File: src/hdl/dlt_pkg.sv
package dlt_pkg;

  localparam int DATA_W             = 32;
  localparam int REQ_W              = 2;
  localparam int STATUS_W           = 2;
  localparam int DEFAULT_MAX_TIMERS = 16;

  // request codes
  localparam logic [REQ_W-1:0] REQ_ADD    = 2'd0;
  localparam logic [REQ_W-1:0] REQ_REMOVE = 2'd1;
  localparam logic [REQ_W-1:0] REQ_TICK   = 2'd2;

  // result status codes
  localparam logic [STATUS_W-1:0] ST_DONE     = 2'd0;
  localparam logic [STATUS_W-1:0] ST_EXPIRED  = 2'd1;
  localparam logic [STATUS_W-1:0] ST_FULL     = 2'd2;
  localparam logic [STATUS_W-1:0] ST_NOTFOUND = 2'd3;

  typedef struct packed {
    logic load;
    logic walk;
    logic tail;
    logic resp_load;
  } dlt_cmd_t;

  typedef struct packed {
    logic empty;
    logic full;
    logic is_add;
    logic walk_done;
  } dlt_sts_t;

endpackage

File: src/hdl/dlt_if.sv
interface dlt_in_if;
  import dlt_pkg::*;

  logic                valid;
  logic                ready;
  logic [REQ_W-1:0]    req_type;
  logic [DATA_W-1:0]   pkt_num;
  logic [DATA_W-1:0]   duration;

  modport source (output valid, output req_type, output pkt_num, output duration,
                  input ready);
  modport sink   (input valid, input req_type, input pkt_num, input duration,
                  output ready);
endinterface

interface dlt_out_if;
  import dlt_pkg::*;

  logic                valid;
  logic                ready;
  logic [STATUS_W-1:0] status;
  logic [DATA_W-1:0]   expired_packet;

  modport source (output valid, output status, output expired_packet, input ready);
  modport sink   (input valid, input status, input expired_packet, output ready);
endinterface

File: src/hdl/dlt_ram.sv
module dlt_ram #(
  parameter int WIDTH = 64,
  parameter int DEPTH = 16
) (
  input  logic                     clk,
  input  logic                     wr_en,
  input  logic [$clog2(DEPTH)-1:0] wr_addr,
  input  logic [WIDTH-1:0]         wr_data,
  input  logic [$clog2(DEPTH)-1:0] rd_addr,
  output logic [WIDTH-1:0]         rd_data
);

  logic [WIDTH-1:0] mem_r [DEPTH];
  logic [WIDTH-1:0] rd_data_r;

  always_ff @(posedge clk) begin
    if (wr_en) begin
      mem_r[wr_addr] <= wr_data;
    end
    rd_data_r <= mem_r[rd_addr];
  end

  assign rd_data = rd_data_r;

endmodule

File: src/hdl/dlt_datapath.sv
module dlt_datapath #(
  parameter int MAX_TIMERS = dlt_pkg::DEFAULT_MAX_TIMERS
) (
  input  logic                           clk,
  input  logic                           rst_n,
  input  dlt_pkg::dlt_cmd_t              cmd_i,
  output dlt_pkg::dlt_sts_t              sts_o,
  input  logic [dlt_pkg::REQ_W-1:0]      in_req_type,
  input  logic [dlt_pkg::DATA_W-1:0]     in_pkt_num,
  input  logic [dlt_pkg::DATA_W-1:0]     in_duration,
  output logic [dlt_pkg::STATUS_W-1:0]   out_status,
  output logic [dlt_pkg::DATA_W-1:0]     out_expired_packet
);
  import dlt_pkg::*;

  localparam int CW = $clog2(MAX_TIMERS + 1);
  localparam int IW = $clog2(MAX_TIMERS);
  localparam int EW = 2 * DATA_W;

  logic [REQ_W-1:0]    req_r, req_nxt;
  logic [DATA_W-1:0]   pkt_r, pkt_nxt;
  logic [DATA_W-1:0]   dur_rem_r, dur_rem_nxt;
  logic [CW-1:0]       count_r, count_nxt;
  logic [CW-1:0]       rd_cnt_r, rd_cnt_nxt;
  logic                dvalid_r, dvalid_nxt;
  logic [IW-1:0]       d_idx_r, d_idx_nxt;
  logic                found_r, found_nxt;
  logic [DATA_W-1:0]   carry_delta_r, carry_delta_nxt;
  logic [DATA_W-1:0]   carry_pkt_r, carry_pkt_nxt;
  logic [STATUS_W-1:0] status_r, status_nxt;
  logic [DATA_W-1:0]   expired_r, expired_nxt;
  logic [STATUS_W-1:0] out_status_r, out_status_nxt;
  logic [DATA_W-1:0]   out_expired_r, out_expired_nxt;

  logic [EW-1:0]       rd_data;
  logic [DATA_W-1:0]   d_delta;
  logic [DATA_W-1:0]   d_pkt;
  logic [DATA_W-1:0]   dec;
  logic                wr_en;
  logic [IW-1:0]       wr_addr;
  logic [EW-1:0]       wr_data;
  logic [IW-1:0]       rd_addr;
  logic [CW-1:0]       cnt_m1;
  logic [IW-1:0]       last_idx;
  logic                issue;
  logic                full;

  assign d_delta  = rd_data[EW-1:DATA_W];
  assign d_pkt    = rd_data[DATA_W-1:0];
  assign dec      = d_delta - 1'b1;
  assign cnt_m1   = count_r - 1'b1;
  assign last_idx = cnt_m1[IW-1:0];
  assign issue    = rd_cnt_r < count_r;
  assign full     = count_r == CW'(MAX_TIMERS);
  // entry 0 is fetched during the accept cycle
  assign rd_addr  = cmd_i.walk ? rd_cnt_r[IW-1:0] : '0;

  assign sts_o.empty     = count_r == '0;
  assign sts_o.full      = full;
  assign sts_o.is_add    = req_r == REQ_ADD;
  assign sts_o.walk_done = dvalid_r && (d_idx_r == last_idx);

  dlt_ram #(
    .WIDTH (EW),
    .DEPTH (MAX_TIMERS)
  ) u_ram (
    .clk     (clk),
    .wr_en   (wr_en),
    .wr_addr (wr_addr),
    .wr_data (wr_data),
    .rd_addr (rd_addr),
    .rd_data (rd_data)
  );

  always_comb begin
    req_nxt         = req_r;
    pkt_nxt         = pkt_r;
    dur_rem_nxt     = dur_rem_r;
    count_nxt       = count_r;
    rd_cnt_nxt      = rd_cnt_r;
    dvalid_nxt      = dvalid_r;
    d_idx_nxt       = d_idx_r;
    found_nxt       = found_r;
    carry_delta_nxt = carry_delta_r;
    carry_pkt_nxt   = carry_pkt_r;
    status_nxt      = status_r;
    expired_nxt     = expired_r;
    out_status_nxt  = out_status_r;
    out_expired_nxt = out_expired_r;
    wr_en           = 1'b0;
    wr_addr         = '0;
    wr_data         = {dur_rem_r, pkt_r};

    if (cmd_i.load) begin
      req_nxt         = in_req_type;
      pkt_nxt         = in_pkt_num;
      dur_rem_nxt     = in_duration;
      rd_cnt_nxt      = CW'(1);
      dvalid_nxt      = 1'b1;
      d_idx_nxt       = '0;
      found_nxt       = 1'b0;
      carry_delta_nxt = '0;
      carry_pkt_nxt   = '0;
      expired_nxt     = '0;
      if (in_req_type == REQ_ADD && full) begin
        status_nxt = ST_FULL;
      end else if (in_req_type == REQ_REMOVE) begin
        status_nxt = ST_NOTFOUND;
      end else begin
        status_nxt = ST_DONE;
      end
    end

    if (cmd_i.walk) begin
      dvalid_nxt = issue;
      d_idx_nxt  = rd_cnt_r[IW-1:0];
      if (issue) begin
        rd_cnt_nxt = rd_cnt_r + 1'b1;
      end
      if (dvalid_r) begin
        case (req_r)
          REQ_ADD: begin
            if (found_r) begin
              // ripple the displaced entry one slot up
              wr_en         = 1'b1;
              wr_addr       = d_idx_r;
              wr_data       = {carry_delta_r, carry_pkt_r};
              carry_delta_nxt = d_delta;
              carry_pkt_nxt   = d_pkt;
            end else if (d_delta <= dur_rem_r) begin
              dur_rem_nxt = dur_rem_r - d_delta;
            end else begin
              wr_en           = 1'b1;
              wr_addr         = d_idx_r;
              wr_data         = {dur_rem_r, pkt_r};
              carry_delta_nxt = d_delta - dur_rem_r;
              carry_pkt_nxt   = d_pkt;
              found_nxt       = 1'b1;
            end
          end
          REQ_REMOVE: begin
            if (found_r) begin
              // close the gap; the removed delta folds into the first follower
              wr_en           = 1'b1;
              wr_addr         = d_idx_r - 1'b1;
              wr_data         = {d_delta + carry_delta_r, d_pkt};
              carry_delta_nxt = '0;
            end else if (d_pkt == pkt_r) begin
              found_nxt       = 1'b1;
              carry_delta_nxt = d_delta;
              status_nxt      = ST_DONE;
            end
          end
          REQ_TICK: begin
            if (found_r) begin
              wr_en   = 1'b1;
              wr_addr = d_idx_r - 1'b1;
              wr_data = {d_delta, d_pkt};
            end else if (d_idx_r == '0) begin
              if (d_delta != '0 && dec != '0) begin
                wr_en   = 1'b1;
                wr_addr = '0;
                wr_data = {dec, d_pkt};
              end else begin
                found_nxt   = 1'b1;
                status_nxt  = ST_EXPIRED;
                expired_nxt = d_pkt;
              end
            end
          end
          default: begin
          end
        endcase
      end
      if (sts_o.walk_done && req_r != REQ_ADD && found_nxt) begin
        count_nxt = count_r - 1'b1;
      end
    end

    if (cmd_i.tail) begin
      wr_en     = 1'b1;
      wr_addr   = count_r[IW-1:0];
      wr_data   = found_r ? {carry_delta_r, carry_pkt_r} : {dur_rem_r, pkt_r};
      count_nxt = count_r + 1'b1;
    end

    if (cmd_i.resp_load) begin
      out_status_nxt  = status_r;
      out_expired_nxt = expired_r;
    end
  end

  always_ff @(posedge clk) begin
    if (!rst_n) begin
      count_r  <= '0;
      dvalid_r <= 1'b0;
      found_r  <= 1'b0;
    end else begin
      count_r  <= count_nxt;
      dvalid_r <= dvalid_nxt;
      found_r  <= found_nxt;
    end
  end

  always_ff @(posedge clk) begin
    req_r         <= req_nxt;
    pkt_r         <= pkt_nxt;
    dur_rem_r     <= dur_rem_nxt;
    rd_cnt_r      <= rd_cnt_nxt;
    d_idx_r       <= d_idx_nxt;
    carry_delta_r <= carry_delta_nxt;
    carry_pkt_r   <= carry_pkt_nxt;
    status_r      <= status_nxt;
    expired_r     <= expired_nxt;
    out_status_r  <= out_status_nxt;
    out_expired_r <= out_expired_nxt;
  end

  assign out_status         = out_status_r;
  assign out_expired_packet = out_expired_r;

`ifndef SYNTHESIS
  a_count_bound: assert property (@(posedge clk) disable iff (!rst_n)
    count_r <= CW'(MAX_TIMERS))
    else $error("entry count above capacity");

  a_tail_room: assert property (@(posedge clk) disable iff (!rst_n)
    cmd_i.tail |-> !full)
    else $error("append into a full store");

  a_walk_wr_live: assert property (@(posedge clk) disable iff (!rst_n)
    (cmd_i.walk && wr_en) |-> (CW'(wr_addr) < count_r))
    else $error("walk write beyond live entries");

  a_walk_nonempty: assert property (@(posedge clk) disable iff (!rst_n)
    cmd_i.walk |-> count_r != '0)
    else $error("walk over an empty list");
`endif

endmodule

File: src/hdl/dlt_ctrl.sv
module dlt_ctrl (
  input  logic                      clk,
  input  logic                      rst_n,
  input  logic                      in_valid,
  output logic                      in_ready,
  input  logic [dlt_pkg::REQ_W-1:0] in_req_type,
  output logic                      out_valid,
  input  logic                      out_ready,
  input  dlt_pkg::dlt_sts_t         sts_i,
  output dlt_pkg::dlt_cmd_t         cmd_o
);
  import dlt_pkg::*;

  typedef enum logic [3:0] {
    S_IDLE = 4'b0001,
    S_WALK = 4'b0010,
    S_TAIL = 4'b0100,
    S_RESP = 4'b1000
  } state_t;

  state_t state_r, state_nxt;
  logic   out_valid_r, out_valid_nxt;

  always_comb begin
    state_nxt = state_r;
    cmd_o     = '0;
    in_ready  = 1'b0;

    case (state_r)
      S_IDLE: begin
        in_ready = 1'b1;
        if (in_valid) begin
          cmd_o.load = 1'b1;
          case (in_req_type)
            REQ_ADD: begin
              if (sts_i.full) begin
                state_nxt = S_RESP;
              end else if (sts_i.empty) begin
                state_nxt = S_TAIL;
              end else begin
                state_nxt = S_WALK;
              end
            end
            REQ_REMOVE, REQ_TICK: begin
              state_nxt = sts_i.empty ? S_RESP : S_WALK;
            end
            default: begin
              state_nxt = S_RESP;
            end
          endcase
        end
      end
      S_WALK: begin
        cmd_o.walk = 1'b1;
        if (sts_i.walk_done) begin
          state_nxt = sts_i.is_add ? S_TAIL : S_RESP;
        end
      end
      S_TAIL: begin
        cmd_o.tail = 1'b1;
        state_nxt  = S_RESP;
      end
      S_RESP: begin
        // hold until the output register frees up
        if (!out_valid_r || out_ready) begin
          cmd_o.resp_load = 1'b1;
          state_nxt       = S_IDLE;
        end
      end
      default: begin
        state_nxt = S_IDLE;
      end
    endcase
  end

  always_comb begin
    out_valid_nxt = out_valid_r && !out_ready;
    if (cmd_o.resp_load) begin
      out_valid_nxt = 1'b1;
    end
  end

  always_ff @(posedge clk) begin
    if (!rst_n) begin
      state_r     <= S_IDLE;
      out_valid_r <= 1'b0;
    end else begin
      state_r     <= state_nxt;
      out_valid_r <= out_valid_nxt;
    end
  end

  assign out_valid = out_valid_r;

endmodule

File: src/hdl/delta_list_timer.sv
// Channel  Dir  Beat payload
// in_ch    in   req_type, pkt_num, duration
// out_ch   out  status, expired_packet
//
// One request at a time. An add, remove or tick on a non-empty list walks the
// live entries through the single read port of the entry RAM, one per cycle;
// an add then appends one entry after the last live one, in the tail state.
// Removes and ticks on an empty list, full adds and unused codes skip the walk.
// Synchronous reset clears the entry count, walk flags and control state; RAM contents are don't-care.
// A result waits in the output register while the next beat is accepted;
// a second result then waits until the first one is taken.
module delta_list_timer #(
  parameter int MAX_TIMERS = dlt_pkg::DEFAULT_MAX_TIMERS
) (
  input logic       clk,
  input logic       rst_n,
  dlt_in_if.sink    in_ch,
  dlt_out_if.source out_ch
);
  import dlt_pkg::*;

  dlt_cmd_t cmd;
  dlt_sts_t sts;

  dlt_ctrl u_ctrl (
    .clk         (clk),
    .rst_n       (rst_n),
    .in_valid    (in_ch.valid),
    .in_ready    (in_ch.ready),
    .in_req_type (in_ch.req_type),
    .out_valid   (out_ch.valid),
    .out_ready   (out_ch.ready),
    .sts_i       (sts),
    .cmd_o       (cmd)
  );

  dlt_datapath #(
    .MAX_TIMERS (MAX_TIMERS)
  ) u_datapath (
    .clk                (clk),
    .rst_n              (rst_n),
    .cmd_i              (cmd),
    .sts_o              (sts),
    .in_req_type        (in_ch.req_type),
    .in_pkt_num         (in_ch.pkt_num),
    .in_duration        (in_ch.duration),
    .out_status         (out_ch.status),
    .out_expired_packet (out_ch.expired_packet)
  );

endmodule

File: src/flat_wrapper.sv
// flat-port wrapper written by rule: the top's interface ports become plain ports
module delta_list_timer_flat import dlt_pkg::*;
#(
  parameter int MAX_TIMERS = dlt_pkg::DEFAULT_MAX_TIMERS
)
  (clk, rst_n, in_ch_valid, in_ch_req_type, in_ch_pkt_num, in_ch_duration, in_ch_ready, out_ch_valid, out_ch_status, out_ch_expired_packet, out_ch_ready);
  dlt_in_if in_ch_i ();
  dlt_out_if out_ch_i ();
  input logic clk;
  input logic rst_n;
  input wire logic [$bits(in_ch_i.valid)-1:0] in_ch_valid;
  input wire logic [$bits(in_ch_i.req_type)-1:0] in_ch_req_type;
  input wire logic [$bits(in_ch_i.pkt_num)-1:0] in_ch_pkt_num;
  input wire logic [$bits(in_ch_i.duration)-1:0] in_ch_duration;
  output wire logic [$bits(in_ch_i.ready)-1:0] in_ch_ready;
  output wire logic [$bits(out_ch_i.valid)-1:0] out_ch_valid;
  output wire logic [$bits(out_ch_i.status)-1:0] out_ch_status;
  output wire logic [$bits(out_ch_i.expired_packet)-1:0] out_ch_expired_packet;
  input wire logic [$bits(out_ch_i.ready)-1:0] out_ch_ready;
  assign in_ch_i.valid = in_ch_valid;
  assign in_ch_i.req_type = in_ch_req_type;
  assign in_ch_i.pkt_num = in_ch_pkt_num;
  assign in_ch_i.duration = in_ch_duration;
  assign in_ch_ready = in_ch_i.ready;
  assign out_ch_valid = out_ch_i.valid;
  assign out_ch_status = out_ch_i.status;
  assign out_ch_expired_packet = out_ch_i.expired_packet;
  assign out_ch_i.ready = out_ch_ready;
  delta_list_timer #(.MAX_TIMERS(MAX_TIMERS)) u_core (.clk(clk), .rst_n(rst_n), .in_ch(in_ch_i), .out_ch(out_ch_i));
endmodule
File: config.mk
export PLATFORM = sky130hd
export DESIGN_NAME = delta_list_timer_flat
export DESIGN_NICKNAME = d
export VERILOG_FILES = /design/src/hdl/dlt_pkg.sv /design/src/hdl/dlt_if.sv /design/src/hdl/dlt_ram.sv /design/src/hdl/dlt_datapath.sv /design/src/hdl/dlt_ctrl.sv /design/src/hdl/delta_list_timer.sv /design/src/flat_wrapper.sv
export SDC_FILE = /design/constraint.sdc
export NUM_CORES = 2
export LEC_CHECK = 0
export ABC_AREA = 1
export BUFFER_PORTS_ARGS = -buffer_cell sky130_fd_sc_hd__buf_2
export CAP_MARGIN = 20
export CELL_PAD_IN_SITES_DETAIL_PLACEMENT = 0
export CELL_PAD_IN_SITES_GLOBAL_PLACEMENT = 1
export CORE_AREA = 2 2 277 552
export CTS_CLUSTER_SIZE = 40
export DETAILED_ROUTE_END_ITERATION = 12
export DIE_AREA = 0 0 279 554
export HOLD_SLACK_MARGIN = 0.03
export PLACE_DENSITY_LB_ADDON = 0.05
export SLEW_MARGIN = 20
export SYNTH_ARGS = -nofsm -noshare
export SYNTH_HDL_FRONTEND = slang
export SYNTH_HIERARCHICAL = 1
export SYNTH_SLANG_ARGS = --single-unit
File: constraint.sdc
create_clock -name clk -period 5.9 [get_ports clk]
set_input_delay 0.885 -clock clk [delete_from_list [all_inputs] [get_ports clk]]
set_output_delay 0.885 -clock clk [all_outputs]
set_load 0.01 [all_outputs]
# After elaboration in Yosys (flattened, before gate mapping)
# Memory sizes are Yosys's and may differ from the RTL's. A register that Yosys moved wholly into a read port is not among the register bits.
# Index checks and enable logic that the tools add are counted.
[classes] addsub=8 order_cmp=2 eq_ne=14 mux=106 n_reduce_logical=23
[ops] op="2-to-1 mux 32 bit" count=26
[ops] op="2-to-1 mux 64 bit" count=8
[ops] op="case mux 64 bit (3 select lines)" count=1
[ops] op="case mux 32 bit (2 select lines)" count=1
[ops] op="nonzero test 32 bit" count=2
[ops] op="subtractor 32 bit" count=2
[ops] op="2-to-1 mux 4 bit" count=15
[ops] op="adder 32 bit" count=1
[ops] op="== test 32 bit" count=1
[ops] op="<= comparator 32 bit" count=1
[ops] op="2-to-1 mux 1 bit" count=32
[ops] op="subtractor 32 x 1 -> 32 bit (second input constant)" count=1
[ops] op="2-to-1 mux 5 bit" count=6
[ops] op="2-to-1 mux 2 bit" count=10
[ops] op="case mux 4 bit (2 select lines)" count=2
[ops] op="case mux 4 bit (4 select lines)" count=1
[ops] op="adder 5 x 1 -> 5 bit (second input constant)" count=2
[ops] op="nonzero test 2 bit" count=4
[ops] op="logical AND 1 bit" count=6
[ops] op="!= test 2 bit (second input constant)" count=3
[ops] op="case mux 1 bit (3 select lines)" count=2
[ops] op="== test 5 bit (second input constant)" count=1
[ops] op="zero test 5 bit" count=1
[ops] op="< comparator 5 bit" count=1
[ops] op="other kinds (18)" count=23
[totals] register_bits=219 ramBits=1024 in_bits=70 output_inout_bits=36 wordCells=170 n_memories=1
[memory_table] name="u_core.u_datapath.u_ram.mem_r" depth=16 word_bits=64 read_ports=1 rd_clocked_by_memory_dff=1 write_ports=1 line="dlt_ram.sv:13" text="logic [WIDTH-1:0] mem_r [DEPTH];"

# Depth between registers and ports, before layout
[logic_depth] depth_word=13 ltp_mapped=21 mapped_depth_nobuf=21

# Cells and area by module
# The synthesis kept the hierarchy.
[by_module_without_submodules] module="dlt_ram" n_inst=1 cells_per_inst=4210 area_each_um2=45258.4 seq_area_each_um2=32030.7
[by_module_without_submodules] module="dlt_datapath" n_inst=1 cells_per_inst=3208 area_each_um2=20166.8 seq_area_each_um2=5004.8
[by_module_without_submodules] module="dlt_ctrl" n_inst=1 cells_per_inst=61 area_each_um2=386.6 seq_area_each_um2=100.1

# Worst setup path after synthesis
# Ideal clock, no wire load.
[synth_path] kind="flip-flop to flip-flop" from="register u_core.u_datapath.u_ram.rd_data_r[32], in the netlist u_core/u_datapath/u_ram/rd_data[32], read port of u_core.u_datapath.u_ram.mem_r" to="memory u_core.u_datapath.u_ram.mem_r[12][0] (enable)" setup_time_ns=0.487 arrival_ns=5.492 required_time_ns=5.413 path_slack_ns=-0.079 stages_incl_launch_ff=18 path_buffers=1 synth_period_minus_slack_ns=5.979 path_cell_list="dfxtp_1 -> inv_1 -> ha_1 -> inv_1 -> fa_1 -> inv_1 -> o21ai_0 -> a21oi_1 -> o21ai_1 -> nand2_1 -> nand2_1 -> nand2_2 -> nand2_2 -> buf_2 -> a21oi_1 -> o21ai_0 -> nand3_1 -> nor2_1"
[synth_via] elab_chain_len=12 word_cells_on_any_way=22 cone_classes="add/sub: 1; order compare: 1; mux: 17; reduce/logical: 3"
[synth_lines] item="from (decl)" line="dlt_ram.sv:14" text="logic [WIDTH-1:0] rd_data_r;"
[synth_lines] item="subtractor 32 x 1 -> 32 bit" line="dlt_datapath.sv:50" text="assign dec = d_delta - 1'b1;"
[synth_lines] item="nonzero test 32 bit" line="dlt_datapath.sv:160" text="if (d_delta != '0 && dec != '0) begin"
[synth_lines] item="logical AND 1 bit" line="dlt_datapath.sv:160"
[synth_lines] item="2-to-1 mux 1 bit" line="dlt_datapath.sv:160"
[synth_lines] item="2-to-1 mux 1 bit" line="dlt_datapath.sv:159" text="end else if (d_idx_r == '0) begin"
[synth_lines] item="2-to-1 mux 1 bit" line="dlt_datapath.sv:155" text="if (found_r) begin"
[synth_lines] item="case mux 1 bit (3 select lines) (*)" line="dlt_datapath.sv:121" text="case (req_r)"
[synth_lines] item="2-to-1 mux 1 bit (*)" line="dlt_datapath.sv:120" text="if (dvalid_r) begin"
[synth_lines] item="2-to-1 mux 1 bit (*)" line="dlt_datapath.sv:114" text="if (cmd_i.walk) begin"
[synth_lines] item="2-to-1 mux 1 bit (*)" line="dlt_datapath.sv:180" text="if (cmd_i.tail) begin"
[synth_lines] item="named net u_core.u_datapath.wr_en" line="dlt_datapath.sv:39" text="logic wr_en;"
[synth_lines] item="2-to-1 mux 1 bit (*)" line="dlt_ram.sv:17" text="if (wr_en) begin"
[synth_lines] item="2-to-1 mux 1 bit (implied by the code) (*)" line="dlt_ram.sv:18" text="mem_r[wr_addr] <= wr_data;"
[synth_lines] item="to (decl)" line="dlt_ram.sv:13"
# Mark *: on every way through the listed nets, which the timed path passes. The rest lies on a longest branch.

# Worst setup path in the final report
[layout_path] from="register u_core.u_datapath.u_ram.rd_data_r[33], in the netlist u_core/u_datapath/u_ram/rd_data[33], read port of u_core.u_datapath.u_ram.mem_r" to="memory u_core.u_datapath.u_ram.mem_r[5][11] (enable)"
# Same word-level chain as after synthesis.

==> metrics.txt <==
largest net degree at the start of global routing=about 160; clock network fraction of design power=between 30% and 40%; Seq/Total Area, Yosys=56.4%; Max Freq=between 0.15 and 0.2 GHz; Netlist cell types=60; gr usage total=35.3%; via/cell ratio=roughly 5.6; CTS buffer count=between 100 and 150; Max Slew Vio Count=0; Cells after Synth=7479; dpl cell area=roughly 0.07 mm^2; register bit total from synthesis=1307; die height=between 500 and 600 um; final period utilization=approximately 94%; H-tree depth=3; Hold Vio Cnt, Final=0; WL/cell=approximately 28 um; Post-CTS Setup Inserts=0; drt pass-1 iters=6; Residual DRC=0; vias after detailed routing=54000; worst path required time=around 6300 ps; gpl congestion=approximately 1.1; flop2flop setup slack=380 ps; Pwr Total=about 23 mW; sequential power share=46.1%; die area=roughly 0.15 mm^2; chip width=279 um; Clock Skew=around 44 ps; DRT Wirelength=273 mm; Tmin final=5520 ps; Worst-path clk slew=~70 ps; peak fanout along the critical path=29; most frequent cells in the layout=nand2_1 (2063), edfxtp_1 (1096), inv_1 (1089); crit path DAT=5940 ps; routing usage on met1=about two fifths; dpl ws=641 ps; fin util=48.8%; Reg2Reg Depth=21; Max-slew headroom=approximately 10%; Main synth FF type=edfxtp_1; EDFF count, synth=around 1100; run status=finished, final reports clean; number of global-route vias before repair=between 50000 and 60000; switching pwr=7.48 mW; Worst Hold Path Cells=1; critical path class=flip-flop to flip-flop; Worst Hold Launch=in_ch_pkt_num[28]; CTS resizes=0; initial antenna violation count=38; HPWL after DPL=185 mm; Synth area leaders=edfxtp_1 (50%), nand2_1 (12%), nand3_1 (7.2%), dfxtp_1 (6.4%), inv_1 (6.3%); final std cells w/o fill=between 9000 and 10000; post-synth top area share=50.0%; Inst Count DP=around 9300; RR Startpoint=u_core/u_datapath/u_ram/rd_data[33]; Worst-Margin Slew=roughly 1300 ps; PwrDens=between 300 and 400 mW/mm^2; Int Power=around 16 mW; I/O Buffers=between 100 and 150; first-pass GRT wire length=a little under 400 mm; initial DRC count=between 5000 and 6000; total grt overflow=0; Lkg Pwr=just over 30 nW; RSZ-0062 raised after global routing=no; FP Rows=approximately 200; Sink Count=approximately 1300; root buffer cell=clkbuf_16; endpoint of the worst register-to-register path=u_core/u_datapath/u_ram/mem_r[5][11]; global-route layer with the greatest usage=met2; Antenna Violating Nets Remaining=0; core area=0.150 mm^2; Comb power frac=around a fifth; Mapped Nets=approximately 7700; Max Cap Viol=0; min-delay worst type=input pin to flip-flop; Final Cell Area=0.0733 mm^2; Syn. warnings=6; Worst Hold Path EP=u_core/u_datapath/pkt_r[28]; # setup viols final=0; area leader, netlist=edfxtp_1; Clock Latency Late Sink=760 ps; Startpoint Class=flip-flop; fin nets=7721; I/O pins=approximately 110; CP endpoint kind=flip-flop; switching share of power=roughly a third; share of async-settable or async-resettable flops after synthesis=0%; Post-Syn Area per Cell=between 8 and 9 um^2; met2 usage in global routing=between 60% and 70%; CTS tree=built; Post-CTS Hold Buffers=0; Filler cells=14400; grt met3 use=under 10%; fin worst setup slack=379 ps; Syn Std Cell Area=around 0.066 mm^2; Starting Density=approximately 44%; commonest non-fill, non-tap cell in the layout=nand2_1; CTS Buffer Depth=3; Layout area overhead=11.4%; share of cells above drive strength 1=8.60%; VDD IR-drop max=around 0.00025 V
sequential cells by signal, summed over array words and instances, names as in the netlist, 2 cells and up:
name                                  cells
u_core/u_datapath/u_ram/mem_r          1024
u_core/u_datapath/u_ram/rd_data          64
u_core/u_datapath/carry_delta_r          32
u_core/u_datapath/carry_pkt_r            32
u_core/u_datapath/dur_rem_r              32
u_core/u_datapath/expired_r              32
u_core/u_datapath/out_expired_packet     32
u_core/u_datapath/pkt_r                  32
u_core/u_datapath/count_r                 5
u_core/u_datapath/rd_cnt_r                5
u_core/u_ctrl/state_r                     4
u_core/u_datapath/d_idx_r                 4
u_core/u_datapath/out_status              2
u_core/u_datapath/req_r                   2
u_core/u_datapath/status_r                2
critical path, stage by stage, from the launching register on:
cell      delay [ps]
dfxtp_1          300
buf_4            170
inv_1            150
nand2_1           80
nor2_1           690
nand2_1          370
nor2_1           200
nand2_1           60
nand2_1          190
nor2_1            70
nand2_1           60
nor2_1            60
nand3_2          210
nand3_4          190
nand2_4          380
o21ai_1          100
buf_4            280
o21ai_0          190
buf_4            190
nand3b_1         330
nor2_4           590
buf_12           280
cell type report:
cell class / count / area, um^2 / share of cell area (%)
diodes: 21 / 52.6 / 0.0717
clock buffers: 145 / 3190 / 4.35
clock inverters: 79 / 776 / 1.06
inverters: 1114 / 4240 / 5.79
multi-input cells: 4685 / 22700 / 31.0
flip-flops and latches: 1307 / 37100 / 50.7
well taps: 1928 / 2410 / 3.29
repair buffers: 311 / 2800 / 3.81
cells in the mapped netlist, drive strengths merged, types with 2 or more instances:
master      n
dfxtp     211
nand3b      4
nor2      373
and2        4
a21oi     346
a31oi      19
inv      1110
a21o        8
clkbuf    143
a22oi       8
nand2    2072
xor2       70
or2        46
a41oi       2
nand3     959
o21ai     412
clkinv      4
o311ai      3
a21boi      5
o221a      17
a221oi      7
fa          3
a211oi     25
o21bai      9
edfxtp   1096
o22ai      15
xnor2      20
o31ai       9
nand4      26
o32ai       2
nor4        5
buf       230
a32oi       2
o211ai     44
o2111ai     6
ha        111
nor3       18
o21a       10
and3        2
o221ai     20
power by group through the flow:
stage | Sequential [mW] | Combinational [mW] | Clock [mW]
floorplan | 10.9 | 2.23 | 0
global placement | 11.0 | 4.39 | 0
detailed placement | 11.0 | 4.36 | 0
CTS | 10.8 | 4.37 | 8.18
global route | 10.8 | 4.83 | 8.48
finish | 10.8 | 4.63 | 8.04
how the worst max path moves through the flow:
| stage | startpoint | endpoint | slack, ps |
|---|---|---|---|
| after detailed placement | u_core/u_datapath/u_ram/rd_data[33] | u_core/u_datapath/u_ram/mem_r[5][59] | 640 |
| after CTS | u_core/u_datapath/u_ram/rd_data[33] | u_core/u_datapath/u_ram/mem_r[5][11] | 570 |
| after floorplan | u_core/u_datapath/u_ram/rd_data[32] | u_core/u_datapath/u_ram/mem_r[12][0] | -80 |
| after global placement | u_core/u_datapath/u_ram/rd_data[33] | u_core/u_datapath/u_ram/mem_r[5][59] | 590 |
| after global routing | u_core/u_datapath/u_ram/rd_data[33] | u_core/u_datapath/u_ram/mem_r[5][4] | 370 |
| final | u_core/u_datapath/u_ram/rd_data[33] | u_core/u_datapath/u_ram/mem_r[5][11] | 380 |
metal layers:
| metal | part of all wire, % | routed length, um |
|---|---|---|
| met1 | 35 | 95700 |
| met2 | 50 | 136000 |
| met3 | 6.8 | 18400 |
| met4 | 8.3 | 22700 |
| met5 | 0.067 | 183 |
per-stage QoR:
step	TNS [ps]	hold slack [ps]
floorplan	-65360	409
global placement	0	414
detailed placement	0	417
CTS	0	247
global route	0	280
finish	0	306
cells by family (layout without fill, tap and decap cells):
logic type | after synthesis | count (layout) | synth area share, %
and+or+nand+nor | 3510 | 3510 | 22.4
other | 0 | 21 | 0
DFF | 1307 | 1307 | 56.4
buffers and inverters | 1487 | 1649 | 9.43
adders and majority gates | 114 | 114 | 2.20
xor gates and xnor gates | 90 | 90 | 1.20
AOI/OAI and AO/OA | 971 | 971 | 8.33
Power figures use the tool's default switching activity.
